File: src/design/dtp_pkg.sv
package dtp_pkg;

  // Width of the segment counters; segments never exceed 23 bytes.
  localparam int CNT_W = 5;

  // Segment tags on the result channel.
  localparam logic [1:0] TAG_USER    = 2'd0;
  localparam logic [1:0] TAG_DEVICE  = 2'd1;
  localparam logic [1:0] TAG_EXT     = 2'd2;
  localparam logic [1:0] TAG_SUMMARY = 2'd3;

  // Message kinds.
  localparam logic [3:0] KIND_UNKNOWN      = 4'd0;
  localparam logic [3:0] KIND_EXT_REQUEST  = 4'd9;
  localparam logic [3:0] KIND_EXT_RESPONSE = 4'd10;

  // Configuration register indexes (byte address bit 2).
  localparam logic REG_EXT_CAPTURE  = 1'b0;
  localparam logic REG_EXT_CAPACITY = 1'b1;

  localparam logic [7:0] SLASH = 8'h2F;

  // Length of the fixed topic head.
  localparam logic [2:0] HEAD_LEN = 3'd6;

  // Handoff from the parser to the emitter at the end of a topic.
  typedef struct packed {
    logic             ok;
    logic [3:0]       kind;
    logic [CNT_W-1:0] ucnt;
    logic [CNT_W-1:0] dcnt;
    logic [CNT_W-1:0] ecnt;
  } dtp_job_t;

  // Characters of the fixed topic head.
  function automatic logic [7:0] head_char(input logic [2:0] pos);
    logic [7:0] ch;
    case (pos)
      3'd0:    ch = 8'h6D;
      3'd1:    ch = 8'h69;
      3'd2:    ch = 8'h6E;
      3'd3:    ch = 8'h69;
      3'd4:    ch = 8'h73;
      3'd5:    ch = 8'h2F;
      default: ch = 8'h00;
    endcase
    return ch;
  endfunction

  // Characters of the extension marker "ext/".
  function automatic logic [7:0] ext_char(input logic [1:0] pos);
    logic [7:0] ch;
    case (pos)
      2'd0:    ch = "e";
      2'd1:    ch = "x";
      2'd2:    ch = "t";
      default: ch = "/";
    endcase
    return ch;
  endfunction

  // Characters of the verbs "req" (verb 0) and "res" (verb 1).
  function automatic logic [7:0] verb_char(input logic verb, input logic [1:0] pos);
    logic [7:0] ch;
    case (pos)
      2'd0:    ch = "r";
      2'd1:    ch = "e";
      2'd2:    ch = verb ? "s" : "q";
      default: ch = 8'h00;
    endcase
    return ch;
  endfunction

  // Lengths of the eight fixed suffixes.
  function automatic logic [4:0] flat_len(input logic [2:0] idx);
    logic [4:0] len;
    case (idx)
      3'd0:    len = 5'd9;
      3'd1:    len = 5'd5;
      3'd2:    len = 5'd9;
      3'd3:    len = 5'd16;
      3'd4:    len = 5'd11;
      3'd5:    len = 5'd7;
      3'd6:    len = 5'd13;
      default: len = 5'd12;
    endcase
    return len;
  endfunction

  // Text of the fixed suffixes, right-justified in 16 bytes.
  function automatic logic [127:0] flat_str(input logic [2:0] idx);
    logic [127:0] s;
    case (idx)
      3'd0:    s = "telemetry";
      3'd1:    s = "hello";
      3'd2:    s = "heartbeat";
      3'd3:    s = "register-request";
      3'd4:    s = "command/ack";
      3'd5:    s = "command";
      3'd6:    s = "twin/reported";
      default: s = "twin/desired";
    endcase
    return s;
  endfunction

  // Character pos of suffix idx; only meaningful when pos is below its length.
  function automatic logic [7:0] flat_char(input logic [2:0] idx, input logic [3:0] pos);
    logic [127:0] s;
    logic [3:0]   k;
    s = flat_str(idx);
    k = 4'(flat_len(idx) - 5'd1 - {1'b0, pos});
    return s[{k, 3'b000} +: 8];
  endfunction

endpackage

File: src/design/dtp_if.sv
// Topic character channel.
interface dtp_in_if;
  logic       valid;
  logic       ready;
  logic [7:0] topic_char;
  logic       end_of_topic;

  modport source (output valid, output topic_char, output end_of_topic, input ready);
  modport sink   (input valid, input topic_char, input end_of_topic, output ready);
endinterface

// Result item channel.
interface dtp_out_if;
  logic       valid;
  logic       ready;
  logic [1:0] segment_tag;
  logic [7:0] segment_byte;
  logic       parse_ok;
  logic [3:0] message_kind;
  logic [3:0] user_length;
  logic [4:0] device_length;
  logic [3:0] ext_length;
  logic       last_of_run;

  modport source (output valid, output segment_tag, output segment_byte, output parse_ok,
                  output message_kind, output user_length, output device_length,
                  output ext_length, output last_of_run, input ready);
  modport sink   (input valid, input segment_tag, input segment_byte, input parse_ok,
                  input message_kind, input user_length, input device_length,
                  input ext_length, input last_of_run, output ready);
endinterface

File: src/design/dtp_ram.sv
module dtp_ram #(
  parameter int WIDTH = 8,
  parameter int DEPTH = 56,
  parameter int AW    = (DEPTH > 1) ? $clog2(DEPTH) : 1
) (
  input  logic             clk,
  input  logic             wr_en,
  input  logic [AW-1:0]    wr_addr,
  input  logic [WIDTH-1:0] wr_data,
  input  logic             rd_en,
  input  logic [AW-1:0]    rd_addr,
  output logic [WIDTH-1:0] rd_data
);

  logic [WIDTH-1:0] mem [DEPTH];

  // One write port, one registered read port; read data holds between reads.
  always_ff @(posedge clk) begin
    if (wr_en) begin
      mem[wr_addr] <= wr_data;
    end
    if (rd_en) begin
      rd_data <= mem[rd_addr];
    end
  end

endmodule

File: src/design/dtp_parse.sv
module dtp_parse
  import dtp_pkg::*;
#(
  parameter int USER_MAX   = 16,
  parameter int DEVICE_MAX = 24,
  parameter int EXT_MAX    = 16,
  parameter int AW         = 6
) (
  input  logic          clk,
  input  logic          rst,
  input  logic          accept,
  input  logic [7:0]    topic_char,
  input  logic          end_of_topic,
  input  logic          ext_capture,
  input  logic [4:0]    ext_capacity,
  output logic          wr_en,
  output logic [AW-1:0] wr_addr,
  output logic [7:0]    wr_data,
  output logic          start,
  output dtp_job_t      job
);

  typedef enum logic [5:0] {
    PH_PREFIX   = 6'b000001,
    PH_USER     = 6'b000010,
    PH_DEVICE   = 6'b000100,
    PH_REST     = 6'b001000,
    PH_EXT_TYPE = 6'b010000,
    PH_EXT_VERB = 6'b100000
  } phase_t;

  localparam logic [AW-1:0] DEVICE_BASE = AW'(USER_MAX);
  localparam logic [AW-1:0] EXT_BASE    = AW'(USER_MAX + DEVICE_MAX);

  phase_t           phase, phase_next;
  logic [2:0]       prefix_pos, prefix_pos_next;
  logic [CNT_W-1:0] user_count, user_count_next;
  logic [CNT_W-1:0] device_count, device_count_next;
  logic [CNT_W-1:0] ext_count, ext_count_next;
  logic [4:0]       rest_pos, rest_pos_next;
  logic [9:0]       cand, cand_next;
  logic             failed, failed_next;
  logic [4:0]       cap;
  logic [4:0]       rest_bump;
  logic [3:0]       kind;
  logic             is_slash;

  assign cap       = (ext_capacity > 5'(EXT_MAX)) ? 5'(EXT_MAX) : ext_capacity;
  assign rest_bump = (rest_pos == 5'd31) ? rest_pos : rest_pos + 5'd1;
  assign is_slash  = (topic_char == SLASH);
  assign wr_data   = topic_char;

  // Per-character parse step.
  always_comb begin
    phase_next        = phase;
    prefix_pos_next   = prefix_pos;
    user_count_next   = user_count;
    device_count_next = device_count;
    ext_count_next    = ext_count;
    rest_pos_next     = rest_pos;
    cand_next         = cand;
    failed_next       = failed;
    wr_en             = 1'b0;
    wr_addr           = AW'(user_count);
    if (!failed) begin
      case (phase)
        PH_PREFIX: begin
          if (prefix_pos < HEAD_LEN && topic_char == head_char(prefix_pos)) begin
            prefix_pos_next = prefix_pos + 3'd1;
            if (prefix_pos_next == HEAD_LEN) begin
              phase_next = PH_USER;
            end
          end else begin
            failed_next = 1'b1;
          end
        end
        PH_USER: begin
          if (is_slash) begin
            phase_next = PH_DEVICE;
          end else if ({1'b0, user_count} + 6'd2 > 6'(USER_MAX)) begin
            failed_next = 1'b1;
          end else begin
            wr_en           = accept;
            wr_addr         = AW'(user_count);
            user_count_next = user_count + 5'd1;
          end
        end
        PH_DEVICE: begin
          if (is_slash) begin
            phase_next    = PH_REST;
            rest_pos_next = 5'd0;
            cand_next     = 10'h1FF;
          end else if ({1'b0, device_count} + 6'd2 > 6'(DEVICE_MAX)) begin
            failed_next = 1'b1;
          end else begin
            wr_en             = accept;
            wr_addr           = DEVICE_BASE + AW'(device_count);
            device_count_next = device_count + 5'd1;
          end
        end
        PH_REST: begin
          // Narrow the fixed-suffix and extension candidates in parallel.
          for (int i = 0; i < 8; i++) begin
            if (!(rest_pos < flat_len(3'(i)) &&
                  topic_char == flat_char(3'(i), rest_pos[3:0]))) begin
              cand_next[i] = 1'b0;
            end
          end
          if (!(rest_pos < 5'd4 && topic_char == ext_char(rest_pos[1:0]))) begin
            cand_next[8] = 1'b0;
          end
          rest_pos_next = rest_bump;
          if (cand_next[8] && rest_bump == 5'd4) begin
            phase_next     = PH_EXT_TYPE;
            ext_count_next = '0;
          end
        end
        PH_EXT_TYPE: begin
          if (is_slash) begin
            if (ext_capture && cap == 5'd0) begin
              failed_next = 1'b1;
            end else begin
              phase_next    = PH_EXT_VERB;
              rest_pos_next = 5'd0;
              cand_next     = 10'h300;
            end
          end else if (ext_capture) begin
            if ({1'b0, ext_count} + 6'd2 > {1'b0, cap}) begin
              failed_next = 1'b1;
            end else begin
              wr_en          = accept;
              wr_addr        = EXT_BASE + AW'(ext_count);
              ext_count_next = ext_count + 5'd1;
            end
          end
        end
        PH_EXT_VERB: begin
          for (int i = 0; i < 2; i++) begin
            if (!(rest_pos < 5'd3 && topic_char == verb_char(i[0], rest_pos[1:0]))) begin
              cand_next[8+i] = 1'b0;
            end
          end
          rest_pos_next = rest_bump;
        end
        default: begin
          failed_next = 1'b1;
        end
      endcase
    end
  end

  // Classify the topic from the state after the final character.
  always_comb begin
    kind = KIND_UNKNOWN;
    if (!failed_next) begin
      if (phase_next == PH_REST) begin
        for (int i = 7; i >= 0; i--) begin
          if (cand_next[i] && rest_pos_next == flat_len(3'(i))) begin
            kind = 4'(i + 1);
          end
        end
      end else if (phase_next == PH_EXT_VERB && rest_pos_next == 5'd3) begin
        if (cand_next[8]) begin
          kind = KIND_EXT_REQUEST;
        end else if (cand_next[9]) begin
          kind = KIND_EXT_RESPONSE;
        end
      end
    end
  end

  // Summary handed to the emitter; all zero on a failed parse.
  always_comb begin
    start    = accept && end_of_topic;
    job      = '0;
    if (kind != KIND_UNKNOWN) begin
      job.ok   = 1'b1;
      job.kind = kind;
      job.ucnt = user_count_next;
      job.dcnt = device_count_next;
      job.ecnt = (kind >= KIND_EXT_REQUEST) ? ext_count_next : '0;
    end
  end

  // Parse state registers; the final character clears them for the next topic.
  always_ff @(posedge clk) begin
    if (rst || start) begin
      phase        <= PH_PREFIX;
      prefix_pos   <= '0;
      user_count   <= '0;
      device_count <= '0;
      ext_count    <= '0;
      rest_pos     <= '0;
      cand         <= 10'h3FF;
      failed       <= 1'b0;
    end else if (accept) begin
      phase        <= phase_next;
      prefix_pos   <= prefix_pos_next;
      user_count   <= user_count_next;
      device_count <= device_count_next;
      ext_count    <= ext_count_next;
      rest_pos     <= rest_pos_next;
      cand         <= cand_next;
      failed       <= failed_next;
    end
  end

endmodule

File: src/design/dtp_emit.sv
module dtp_emit
  import dtp_pkg::*;
#(
  parameter int USER_MAX   = 16,
  parameter int DEVICE_MAX = 24,
  parameter int AW         = 6
) (
  input  logic          clk,
  input  logic          rst,
  input  logic          start,
  input  dtp_job_t      job_in,
  output logic          idle,
  output logic          rd_en,
  output logic [AW-1:0] rd_addr,
  input  logic [7:0]    rd_data,
  dtp_out_if.source     result
);

  typedef enum logic [3:0] {
    E_IDLE = 4'b0001,
    E_NEXT = 4'b0010,
    E_LOAD = 4'b0100,
    E_SUM  = 4'b1000
  } emit_state_t;

  localparam logic [AW-1:0] DEVICE_BASE = AW'(USER_MAX);
  localparam logic [AW-1:0] EXT_BASE    = AW'(USER_MAX + DEVICE_MAX);

  emit_state_t      state, state_next;
  dtp_job_t         job;
  logic [1:0]       seg, seg_next;
  logic [CNT_W-1:0] idx, idx_next;
  logic [CNT_W-1:0] seg_cnt;
  logic [AW-1:0]    seg_base;
  logic             free;
  logic             load_byte;
  logic             load_sum;

  assign idle = (state == E_IDLE);
  assign free = !result.valid || result.ready;

  // Count and base address of the segment being read out.
  always_comb begin
    case (seg)
      TAG_USER: begin
        seg_cnt  = job.ucnt;
        seg_base = '0;
      end
      TAG_DEVICE: begin
        seg_cnt  = job.dcnt;
        seg_base = DEVICE_BASE;
      end
      default: begin
        seg_cnt  = job.ecnt;
        seg_base = EXT_BASE;
      end
    endcase
  end

  assign rd_addr = seg_base + AW'(idx);

  // Readout sequencer: read one byte, place it in the output register, repeat.
  always_comb begin
    state_next = state;
    seg_next   = seg;
    idx_next   = idx;
    rd_en      = 1'b0;
    load_byte  = 1'b0;
    load_sum   = 1'b0;
    case (state)
      E_IDLE: begin
        if (start) begin
          seg_next   = TAG_USER;
          idx_next   = '0;
          state_next = job_in.ok ? E_NEXT : E_SUM;
        end
      end
      E_NEXT: begin
        if (idx < seg_cnt) begin
          rd_en      = 1'b1;
          state_next = E_LOAD;
        end else if (seg == TAG_EXT) begin
          state_next = E_SUM;
        end else begin
          seg_next = seg + 2'd1;
          idx_next = '0;
        end
      end
      E_LOAD: begin
        if (free) begin
          load_byte  = 1'b1;
          idx_next   = idx + 5'd1;
          state_next = E_NEXT;
        end
      end
      E_SUM: begin
        if (free) begin
          load_sum   = 1'b1;
          state_next = E_IDLE;
        end
      end
      default: begin
        state_next = E_IDLE;
      end
    endcase
  end

  // Sequencer and job registers.
  always_ff @(posedge clk) begin
    if (rst) begin
      state <= E_IDLE;
    end else begin
      state <= state_next;
    end
    seg <= seg_next;
    idx <= idx_next;
    if (idle && start) begin
      job <= job_in;
    end
  end

  // Output register; it holds its beat until the receiver takes it.
  always_ff @(posedge clk) begin
    if (rst) begin
      result.valid <= 1'b0;
    end else if (load_byte || load_sum) begin
      result.valid <= 1'b1;
    end else if (result.ready) begin
      result.valid <= 1'b0;
    end
    if (load_byte) begin
      result.segment_tag   <= seg;
      result.segment_byte  <= rd_data;
      result.parse_ok      <= 1'b0;
      result.message_kind  <= KIND_UNKNOWN;
      result.user_length   <= '0;
      result.device_length <= '0;
      result.ext_length    <= '0;
      result.last_of_run   <= 1'b0;
    end else if (load_sum) begin
      result.segment_tag   <= TAG_SUMMARY;
      result.segment_byte  <= '0;
      result.parse_ok      <= job.ok;
      result.message_kind  <= job.kind;
      result.user_length   <= job.ucnt[3:0];
      result.device_length <= job.dcnt;
      result.ext_length    <= job.ecnt[3:0];
      result.last_of_run   <= 1'b1;
    end
  end

`ifndef SYNTH
  a_start_runs : assert property (@(posedge clk) disable iff (rst)
    (idle && start) |=> !idle)
    else $error("end of topic did not launch a readout run");

  a_load_after_read : assert property (@(posedge clk) disable iff (rst)
    (state == E_LOAD && $past(state) != E_LOAD) |-> $past(rd_en))
    else $error("byte load without a preceding memory read");

  a_byte_in_range : assert property (@(posedge clk) disable iff (rst)
    load_byte |-> (idx < seg_cnt))
    else $error("byte emitted beyond its segment length");

  a_failed_summary : assert property (@(posedge clk) disable iff (rst)
    (load_sum && !job.ok) |-> (job.kind == KIND_UNKNOWN && job.ucnt == '0 &&
                               job.dcnt == '0 && job.ecnt == '0))
    else $error("failed summary carries a kind or lengths");
`endif

endmodule

File: src/design/device_topic_parser_top.sv
// Device topic parser.
//
// Topic characters arrive on the topic channel, one beat per character, with
// end_of_topic set on the last one. The parser checks the fixed head, stores
// the user, device and extension type segments in a single memory and tracks
// the suffix candidates in flip-flops. Characters are taken back to back.
//
// On the last character the readout sequencer takes over and the topic channel
// stalls until it is done. It emits the stored bytes on the result channel,
// user first, then device, then extension type, and closes the run with a
// summary beat that has last_of_run set. Each byte is a memory read followed
// by an output register load, each segment boundary takes a sequencer step
// of its own, and the summary beat comes last. A failed topic gives the
// summary alone.
//
// When the receiver stalls, the output register holds its beat and the
// sequencer waits. Reset clears the parse state and the sequencer; the memory
// needs no clearing because only bytes of the current topic are read back.
// The two registers sit on the APB port at byte addresses 0 and 4.
module device_topic_parser_top
  import dtp_pkg::*;
#(
  parameter int USER_MAX   = 16,
  parameter int DEVICE_MAX = 24,
  parameter int EXT_MAX    = 16
) (
  input  logic        clk,
  input  logic        rst,
  dtp_in_if.sink      topic,
  dtp_out_if.source   result,
  input  logic        psel,
  input  logic        penable,
  input  logic        pwrite,
  input  logic [2:0]  paddr,
  input  logic [31:0] pwdata,
  output logic [31:0] prdata,
  output logic        pready
);

  localparam int DEPTH = USER_MAX + DEVICE_MAX + EXT_MAX;
  localparam int AW    = (DEPTH > 1) ? $clog2(DEPTH) : 1;

  logic          ext_capture;
  logic [4:0]    ext_capacity;
  logic          accept;
  logic          idle;
  logic          wr_en;
  logic [AW-1:0] wr_addr;
  logic [7:0]    wr_data;
  logic          rd_en;
  logic [AW-1:0] rd_addr;
  logic [7:0]    rd_data;
  logic          start;
  dtp_job_t      job;

  // Configuration registers.
  assign pready = 1'b1;

  always_ff @(posedge clk) begin
    if (rst) begin
      ext_capture  <= 1'b1;
      ext_capacity <= 5'd16;
    end else if (psel && penable && pwrite) begin
      case (paddr[2])
        REG_EXT_CAPTURE:  ext_capture  <= pwdata[0];
        REG_EXT_CAPACITY: ext_capacity <= pwdata[4:0];
        default: begin
        end
      endcase
    end
  end

  always_comb begin
    case (paddr[2])
      REG_EXT_CAPTURE:  prdata = {31'd0, ext_capture};
      REG_EXT_CAPACITY: prdata = {27'd0, ext_capacity};
      default:          prdata = '0;
    endcase
  end

  // Characters are taken whenever no readout run is in progress.
  assign topic.ready = idle;
  assign accept      = topic.valid && topic.ready;

  dtp_ram #(
    .WIDTH (8),
    .DEPTH (DEPTH),
    .AW    (AW)
  ) u_store (
    .clk     (clk),
    .wr_en   (wr_en),
    .wr_addr (wr_addr),
    .wr_data (wr_data),
    .rd_en   (rd_en),
    .rd_addr (rd_addr),
    .rd_data (rd_data)
  );

  dtp_parse #(
    .USER_MAX   (USER_MAX),
    .DEVICE_MAX (DEVICE_MAX),
    .EXT_MAX    (EXT_MAX),
    .AW         (AW)
  ) u_parse (
    .clk          (clk),
    .rst          (rst),
    .accept       (accept),
    .topic_char   (topic.topic_char),
    .end_of_topic (topic.end_of_topic),
    .ext_capture  (ext_capture),
    .ext_capacity (ext_capacity),
    .wr_en        (wr_en),
    .wr_addr      (wr_addr),
    .wr_data      (wr_data),
    .start        (start),
    .job          (job)
  );

  dtp_emit #(
    .USER_MAX   (USER_MAX),
    .DEVICE_MAX (DEVICE_MAX),
    .AW         (AW)
  ) u_emit (
    .clk     (clk),
    .rst     (rst),
    .start   (start),
    .job_in  (job),
    .idle    (idle),
    .rd_en   (rd_en),
    .rd_addr (rd_addr),
    .rd_data (rd_data),
    .result  (result)
  );

endmodule
File: src/flat_wrapper.sv
// flat-port wrapper written by rule: the top's interface ports become plain ports
module device_topic_parser_top_flat import dtp_pkg::*;
#(
  parameter int USER_MAX   = 16,
  parameter int DEVICE_MAX = 24,
  parameter int EXT_MAX    = 16
)
  (clk, rst, psel, penable, pwrite, paddr, pwdata, prdata, pready, topic_valid, topic_topic_char, topic_end_of_topic, topic_ready, result_valid, result_segment_tag, result_segment_byte, result_parse_ok, result_message_kind, result_user_length, result_device_length, result_ext_length, result_last_of_run, result_ready);
  dtp_in_if topic_i ();
  dtp_out_if result_i ();
  input  logic clk;
  input  logic rst;
  input  logic psel;
  input  logic penable;
  input  logic pwrite;
  input  logic [2:0] paddr;
  input  logic [31:0] pwdata;
  output logic [31:0] prdata;
  output logic pready;
  input wire logic [$bits(topic_i.valid)-1:0] topic_valid;
  input wire logic [$bits(topic_i.topic_char)-1:0] topic_topic_char;
  input wire logic [$bits(topic_i.end_of_topic)-1:0] topic_end_of_topic;
  output wire logic [$bits(topic_i.ready)-1:0] topic_ready;
  output wire logic [$bits(result_i.valid)-1:0] result_valid;
  output wire logic [$bits(result_i.segment_tag)-1:0] result_segment_tag;
  output wire logic [$bits(result_i.segment_byte)-1:0] result_segment_byte;
  output wire logic [$bits(result_i.parse_ok)-1:0] result_parse_ok;
  output wire logic [$bits(result_i.message_kind)-1:0] result_message_kind;
  output wire logic [$bits(result_i.user_length)-1:0] result_user_length;
  output wire logic [$bits(result_i.device_length)-1:0] result_device_length;
  output wire logic [$bits(result_i.ext_length)-1:0] result_ext_length;
  output wire logic [$bits(result_i.last_of_run)-1:0] result_last_of_run;
  input wire logic [$bits(result_i.ready)-1:0] result_ready;
  assign topic_i.valid = topic_valid;
  assign topic_i.topic_char = topic_topic_char;
  assign topic_i.end_of_topic = topic_end_of_topic;
  assign topic_ready = topic_i.ready;
  assign result_valid = result_i.valid;
  assign result_segment_tag = result_i.segment_tag;
  assign result_segment_byte = result_i.segment_byte;
  assign result_parse_ok = result_i.parse_ok;
  assign result_message_kind = result_i.message_kind;
  assign result_user_length = result_i.user_length;
  assign result_device_length = result_i.device_length;
  assign result_ext_length = result_i.ext_length;
  assign result_last_of_run = result_i.last_of_run;
  assign result_i.ready = result_ready;
  device_topic_parser_top #(.USER_MAX(USER_MAX), .DEVICE_MAX(DEVICE_MAX), .EXT_MAX(EXT_MAX)) u_core (.clk(clk), .rst(rst), .topic(topic_i), .result(result_i), .psel(psel), .penable(penable), .pwrite(pwrite), .paddr(paddr), .pwdata(pwdata), .prdata(prdata), .pready(pready));
endmodule
File: config.mk
export PLATFORM = sky130hd
export DESIGN_NAME = device_topic_parser_top_flat
export DESIGN_NICKNAME = d
export VERILOG_FILES = /design/src/design/dtp_pkg.sv /design/src/design/dtp_if.sv /design/src/design/dtp_ram.sv /design/src/design/dtp_parse.sv /design/src/design/dtp_emit.sv /design/src/design/device_topic_parser_top.sv /design/src/flat_wrapper.sv
export SDC_FILE = /design/constraint.sdc
export NUM_CORES = 1
export LEC_CHECK = 0
export ABC_AREA = 1
export BUFFER_PORTS_ARGS = -buffer_cell sky130_fd_sc_hd__buf_2
export CORE_ASPECT_RATIO = 0.5
export CORE_UTILIZATION = 50
export DETAILED_ROUTE_END_ITERATION = 10
export PLACE_DENSITY = 0.68
export SLEW_MARGIN = 20
export SYNTH_ARGS = -nofsm -noshare
export SYNTH_HDL_FRONTEND = slang
export SYNTH_SLANG_ARGS = --single-unit
File: constraint.sdc
create_clock -name clk -period 3.8 [get_ports clk]
set_input_delay 0.76 -clock clk [delete_from_list [all_inputs] [get_ports clk]]
set_output_delay 0.76 -clock clk [all_outputs]
set_load 0.01 [all_outputs]
==> results of run 1 <==
-- cells by family (layout without fill, tap and decap cells) --
logic type	count (synthesis)	count (layout)	synth area share
AOI/OAI and AO/OA	668	668	0.140
adders and majority gates	47	47	0.0222
buffers and inverters	369	524	0.0565
other	2	29	0.000280
xor gates and xnor gates	29	29	0.00975
DFF	563	563	0.604
muxes	1	1	0.000373
and+or+nand+nor	1086	1086	0.167
-- flip-flops by register name (all words and copies together), names as in the netlist, 5 cells and up --
| register | cells |
|---|---|
| u_core.u_emit.result.device_length | 5 |
| u_core.u_parse.device_count | 5 |
| u_core.u_parse.user_count | 5 |
| u_core.u_parse.ext_count | 5 |
| u_core.u_emit.idx | 5 |
| u_core.u_parse.cand | 10 |
| u_core.u_store.mem | 448 |
| u_core.u_parse.rest_pos | 5 |
| u_core.ext_capacity | 5 |
| u_core.u_emit.result.segment_byte | 8 |
| u_core.u_store.rd_data | 8 |
| u_core.u_parse.phase | 6 |
| u_core.u_emit.job | 20 |
-- synth_stat cells (3+ instances only) --
cell type and n:
o21ai_0 377, nand4_1 23, a21oi_1 88, o21ai_1 5, a21oi_2 3, nor3_1 9, inv_2 23, nand3_1 118
o311ai_0 4, xnor2_1 6, edfxtp_1 493, nor2_4 5, o2111ai_1 3, o21a_1 3, inv_1 175, buf_4 29
xor2_1 22, clkinv_1 11, nand2_1 357, a22o_1 5, ha_1 46, a22oi_1 3, nand3_2 3, or2_2 7
o221ai_1 27, nor2_1 539, o22ai_1 106, o211ai_1 33, dfxtp_1 70, nor2_2 8, buf_2 16, nand2_2 11
clkbuf_1 112
-- path summary, 6_finish.rpt --
path	from	to	slack, ps	cells after the start
max reg2reg	u_core.u_emit.seg[1]	u_core.u_emit.idx[3]	250	12
min reg2reg	u_core.u_parse.cand[6]	u_core.u_parse.cand[6]	460	2
min	pwdata[4]	u_core.ext_capacity[4]	400	3
max	u_core.u_emit.seg[1]	u_core.u_emit.idx[3]	250	12
-- power by group through the flow --
stage | sequential (W) | clock (W) | combinational [W]
3_3_place_gp | 0.00739 | 0 | 0.00675
6_report | 0.00727 | 0.00499 | 0.00699
5_1_grt | 0.00730 | 0.00529 | 0.00771
3_5_place_dp | 0.00740 | 0 | 0.00686
4_1_cts | 0.00726 | 0.00504 | 0.00690
2_1_floorplan | 0.00741 | 0 | 0.00447
-- critical path, stage by stage, from the launching register on --
cell and delay [ps]:
edfxtp_1 470, inv_1 120, ha_1 320, nor2_1 380, a21oi_1 140, ha_1 310, nand2_1 70, inv_1 50
nand3_1 60, o221ai_1 480, o21ai_0 240, a2111o_1 390, inv_1 220
-- through the flow --
step | setup TNS (ps) | hold slack, ps | total power [W]
5_1_grt | -391 | 393 | 0.0203
4_1_cts | 0 | 378 | 0.0192
3_5_place_dp | 0 | 445 | 0.0143
6_report | 0 | 399 | 0.0193
2_1_floorplan | 0 | 429 | 0.0119
3_3_place_gp | 0 | 440 | 0.0141
-- routing by layer --
layer,vias to the layer above,GRT usage,share of wire
met5,-,0,0
met4,0,0.0618,0.021
met3,107,0.0404,0.089
met2,897,0.398,0.45
met1,9879,0.383,0.44
li1,9886,-,-
-- timing repair --
item                       CTS  global route
setup endpoints to repair    0           463
hold buffers                 0             0
buffers inserted             0             2
resized for setup            0            26
-- layout make-up --
| class | count | area [um^2] | share of cell area |
|---|---|---|---|
| clock buffers | 64 | 1350 | 0.0443 |
| repair buffers | 223 | 1620 | 0.0534 |
| flip-flops and latches | 563 | 16200 | 0.533 |
| well taps | 701 | 877 | 0.0289 |
| diodes | 1 | 2.50 | 0.0000824 |
| clock inverters | 27 | 251 | 0.00828 |
| inverters | 210 | 796 | 0.0262 |
| multi-input cells | 1859 | 9280 | 0.306 |
==> impl_metrics.ini, run 1 <==
[status]
outcome = finished, final reports clean

[worst_setup_path]
end_kind = flop
start_kind = flop
path_max_fanout = 7
arrival_ps = 3820
critical_path_required_ps = 4070
critPathKind = flop to flop

[synth]
synth_area_um2 = 26800
netlist_instances = 2765
yosysWarnings = 0
synth_edf_count = 493
syn_area_per_cell_um2 = 9.70
synth_ff_type = edfxtp_1
yosysTopAreaCell = edfxtp_1
yosysTopAreaCellShare = 0.552
synthTopCellsByArea = edfxtp_1, nor2_1, o21ai_0
synth_cell_types = 55
ys_seq_area_frac = 0.604
ys_ff_latch = 563
synthArstFlopShare = 0

[clock_tree]
cts.sinks = 563
cts.path.max_buffers = 3
htree_levels = 2
cts_root_buf = clkbuf_16
cts_buffers = 50
cts_tree = yes
clk_pin_slew_ps = 60
clock_latency_ps = 600

[sta]
max_freq_mhz = 282
tightest_slew_ps = 857
fin_crit_ps = 3550
setup_ws_ps = 249
slew_violations = 0
hold_viol = 0
finClkSkew_ps = 33.8
setup_viol = 0
fin_crit_sh = 0.935
slew_headroom = 0.421

[pwr]
p_comb_frac = 0.363
p_switching_w = 0.00737
leakagePower_nw = 11.6
ir_drop_mv = 0.395
clockPowerShare = 0.259
switching_share = 0.383
pwr-share-seq = 0.378
p_per_area_nw_per_um2 = 634
internal_power_w = 0.0119

[layout]
postLayoutCoreUtil = 0.579
stdcell_count = 3648
nets = 3005
design_area_um2 = 30400
mostFrequentLayoutCells = nor2_1, edfxtp_1, o21ai_0
drive_gt1_frac = 0.131
layout-area-overhead-vs-synth_pct = 13.2
layout_commonest_cell = nor2_1
fillCellCount = 4437

[route]
drc = 0
drt_wl_total_um = 71400
dr.pass1.iters = 7
drt_iter0_markers = 2256
routedWlPerCell_um = 19.6
via_per_inst = 5.69
vias = 20800
final_antenna_net_count = 0

[min_path]
hp-class = input port to flop

[placed_design]
post_dp_cell_area_um2 = 28700
place_ws_ps = 17.5
io_buffers = 57
gp_congestion = 0.954
placedCellCount = 3554
hpwlAfterDp_um = 47000

[floorplan]
initial_core_util = 0.511
dieArea_um2 = 54700
fp.dieH_um = 166
dieWidth_um = 330
io_pins = 115
num_rows = 59
fp.coreArea_um2 = 52500

[global_routing]
grtUsageTotal = 0.258
antenna_found_initial = 5
first_global_vias = 18900
grt_first_pass_wirelength_um = 109000
grt-ovfl-total = 0
grt_max_degree = 112

[run]
maxCapViolations = 0
(Power assumes the default switching activity.)
==> inputs of run 2 (changes only) <==
--- a/config.mk
+++ b/config.mk
@@ -6,11 +6,12 @@
 export NUM_CORES = 1
 export LEC_CHECK = 0
 export ABC_AREA = 1
-export BUFFER_PORTS_ARGS = -buffer_cell sky130_fd_sc_hd__buf_2
 export CORE_ASPECT_RATIO = 0.5
 export CORE_UTILIZATION = 50
+export CTS_BUF_LIST = sky130_fd_sc_hd__clkbuf_4
 export DETAILED_ROUTE_END_ITERATION = 10
-export PLACE_DENSITY = 0.68
+export DONT_BUFFER_PORTS = 1
+export PLACE_DENSITY = 0.66
 export SLEW_MARGIN = 20
 export SYNTH_ARGS = -nofsm -noshare
 export SYNTH_HDL_FRONTEND = slang
==> run 2 against run 1 <==
Net effect:
- sequential share of layout area grew 0.51 points
- combinational power is 4.4% lower
- critical endpoint is now u_core.u_store.mem[14][7]
- routed wire length up 3.2%
- setup slack worse by 24 ps
- hold slack lost 310 ps
- first-iteration DRC count down 2.4%
- final cell count rose by 0.99%
- clock skew up 23 ps
- highest routed layer unchanged
- largest cell class unchanged
- die area unchanged
- cell area shrank 0.93%
- register-to-register slack worse by 20 ps
==> impl_metrics.ini, run 2 (synthesis gave the netlist of run 1 again) <==
[layout]
regMostFlops = u_core.u_store.mem
largest_reg_flops = 448
mostFrequentLayoutCells = nor2_1, edfxtp_1, o21ai_0
postLayoutCoreUtil = 0.574
layout_commonest_cell = nor2_1
design_area_um2 = 30100
layout-area-overhead-vs-synth_pct = 12.2
nets = 2993
drive_gt1_frac = 0.144
largestRegisters = u_core.u_store.mem x448, u_core.u_emit.job x20, u_core.u_parse.cand x10

[floorplan]
dieWidth_um = 330
initial_core_util = 0.511
num_rows = 59
io_pins = 115
fp.coreArea_um2 = 52500
dieArea_um2 = 54700
fp.dieH_um = 166

[pwr]
p_comb_frac = 0.349
p_switching_w = 0.00742
p_per_area_nw_per_um2 = 635
pwr-share-seq = 0.385
ir_drop_mv = 0.771
switching_share = 0.388
internal_power_w = 0.0117
leakagePower_nw = 11.4
clockPowerShare = 0.266

[clock_tree]
htree_levels = 4
cts_buffers = 130
cts_root_buf = clkbuf_4
cts.sinks = 563
clock_latency_ps = 860
cts_tree = yes
clk_pin_slew_ps = 70
cts.path.max_buffers = 3

[placed_design]
gp_congestion = 0.912
post_dp_cell_area_um2 = 28000
io_buffers = 0
hpwlAfterDp_um = 44100

[worst_setup_path]
cp_common_cell = nand2_1
crit_slowest_cell = dfxtp_1
path_max_fanout = 8
worst-path-buf-inv = 4
critical_path_required_ps = 4340
max_stage_delay_ps = 340
start_kind = flop
crit_chain = nor2_1 > nand2_1 > nand2_1 > nand2_1 > ha_1 > inv_1 > nor2_1 > o211ai_1 > o2111ai_1 > nand2_1 > nand3_2 > nor2_2 > inv_1 > o21ai_0 > nand2_1 > o21a_1 > inv_1 > nand2_1 > nor2_2 > nand2_2 > nor2_1 > buf_4
end_kind = flop
arrival_ps = 4110
cp_top_family = simple AND/OR/NAND/NOR gates
crit_start = u_core.ext_capacity[2]
critPathKind = flop to flop
r2r_start = u_core.ext_capacity[2]

[global_routing]
first_global_vias = 19500
grt_max_degree = 156
grtUsageTotal = 0.270
grt-ovfl-total = 0
grt_first_pass_wirelength_um = 113000
antenna_found_initial = 2

[route]
drc = 0
final_antenna_net_count = 0
via_per_inst = 5.72
routedWlPerCell_um = 20.0
vias = 21100
drt_wl_total_um = 73700
drt_iter0_markers = 2201
dr.pass1.iters = 8

[sta]
tightest_slew_ps = 786
fin_crit_ps = 3580
fin_crit_sh = 0.941
hold_slack_ps = 87.0
max_freq_mhz = 280
hold_viol = 0
rsz0062_at_grt = yes
slew_headroom = 0.476
slew_violations = 0
finClkSkew_ps = 56.9
setup_viol = 0

[min_path]
hp-start = pwdata[1]
hp-class = input port to flop

[run]
maxCapViolations = 0

[status]
outcome = finished, final reports clean
==> run 2: final cells by class <==
cell class,count,area [um^2]
tap,701,877
antenna,1,2.50
multi-input combinational,1859,9300
sequential,563,16200
inverter,210,796
clock buffer,190,1430
clock inverter,29,287
fill,4572,22400
timing repair buffer,131,1210
==> run 2: layer usage <==
| metal | vias up | track usage | part of all wire |
|---|---|---|---|
| met5 | - | 0 | 0 |
| met4 | 0 | 0.0771 | 0.019 |
| met3 | 120 | 0.0565 | 0.093 |
| met2 | 1003 | 0.407 | 0.44 |
| met1 | 9984 | 0.395 | 0.44 |
| li1 | 9952 | - | - |
==> run 2: repair_timing <==
action / in CTS / in global routing
hold endpoints to repair: 428 / 0
gates resized for setup: 0 / 32
hold buffers: 14 / 0
buffers inserted: 0 / 1
setup endpoints to repair: 0 / 459
==> run 2: power groups by stage <==
| stage | logic [W] | clock network (W) | registers [W] |
|---|---|---|---|
| after floorplan | 0.00447 | 0 | 0.00741 |
| after global placement | 0.00632 | 0 | 0.00748 |
| after detailed placement | 0.00641 | 0 | 0.00749 |
| after CTS | 0.00657 | 0.00517 | 0.00735 |
| after global routing | 0.00738 | 0.00548 | 0.00738 |
| final | 0.00668 | 0.00508 | 0.00736 |
==> run 2: through the flow <==
stage	std cells	setup WS (ps)	setup TNS (ps)	total power, W
after floorplan	2791	348	0	0.0119
after global placement	3449	82.8	0	0.0138
after detailed placement	3449	85.2	0	0.0139
after CTS	3682	89.4	0	0.0191
after global routing	3684	-8.74	-56.1	0.0202
final	3684	224	0	0.0191
==> run 2: final timing paths <==
| kind | end | slack (ps) | cells after the start |
|---|---|---|---|
| worst max-delay path | u_core.u_store.mem[14][7] | 220 | 22 |
| worst min-delay path | u_core.ext_capacity[1] | 90 | 2 |
| worst max register to register | u_core.u_store.mem[14][7] | 220 | 22 |
| worst min register to register | u_core.u_parse.cand[3] | 460 | 2 |
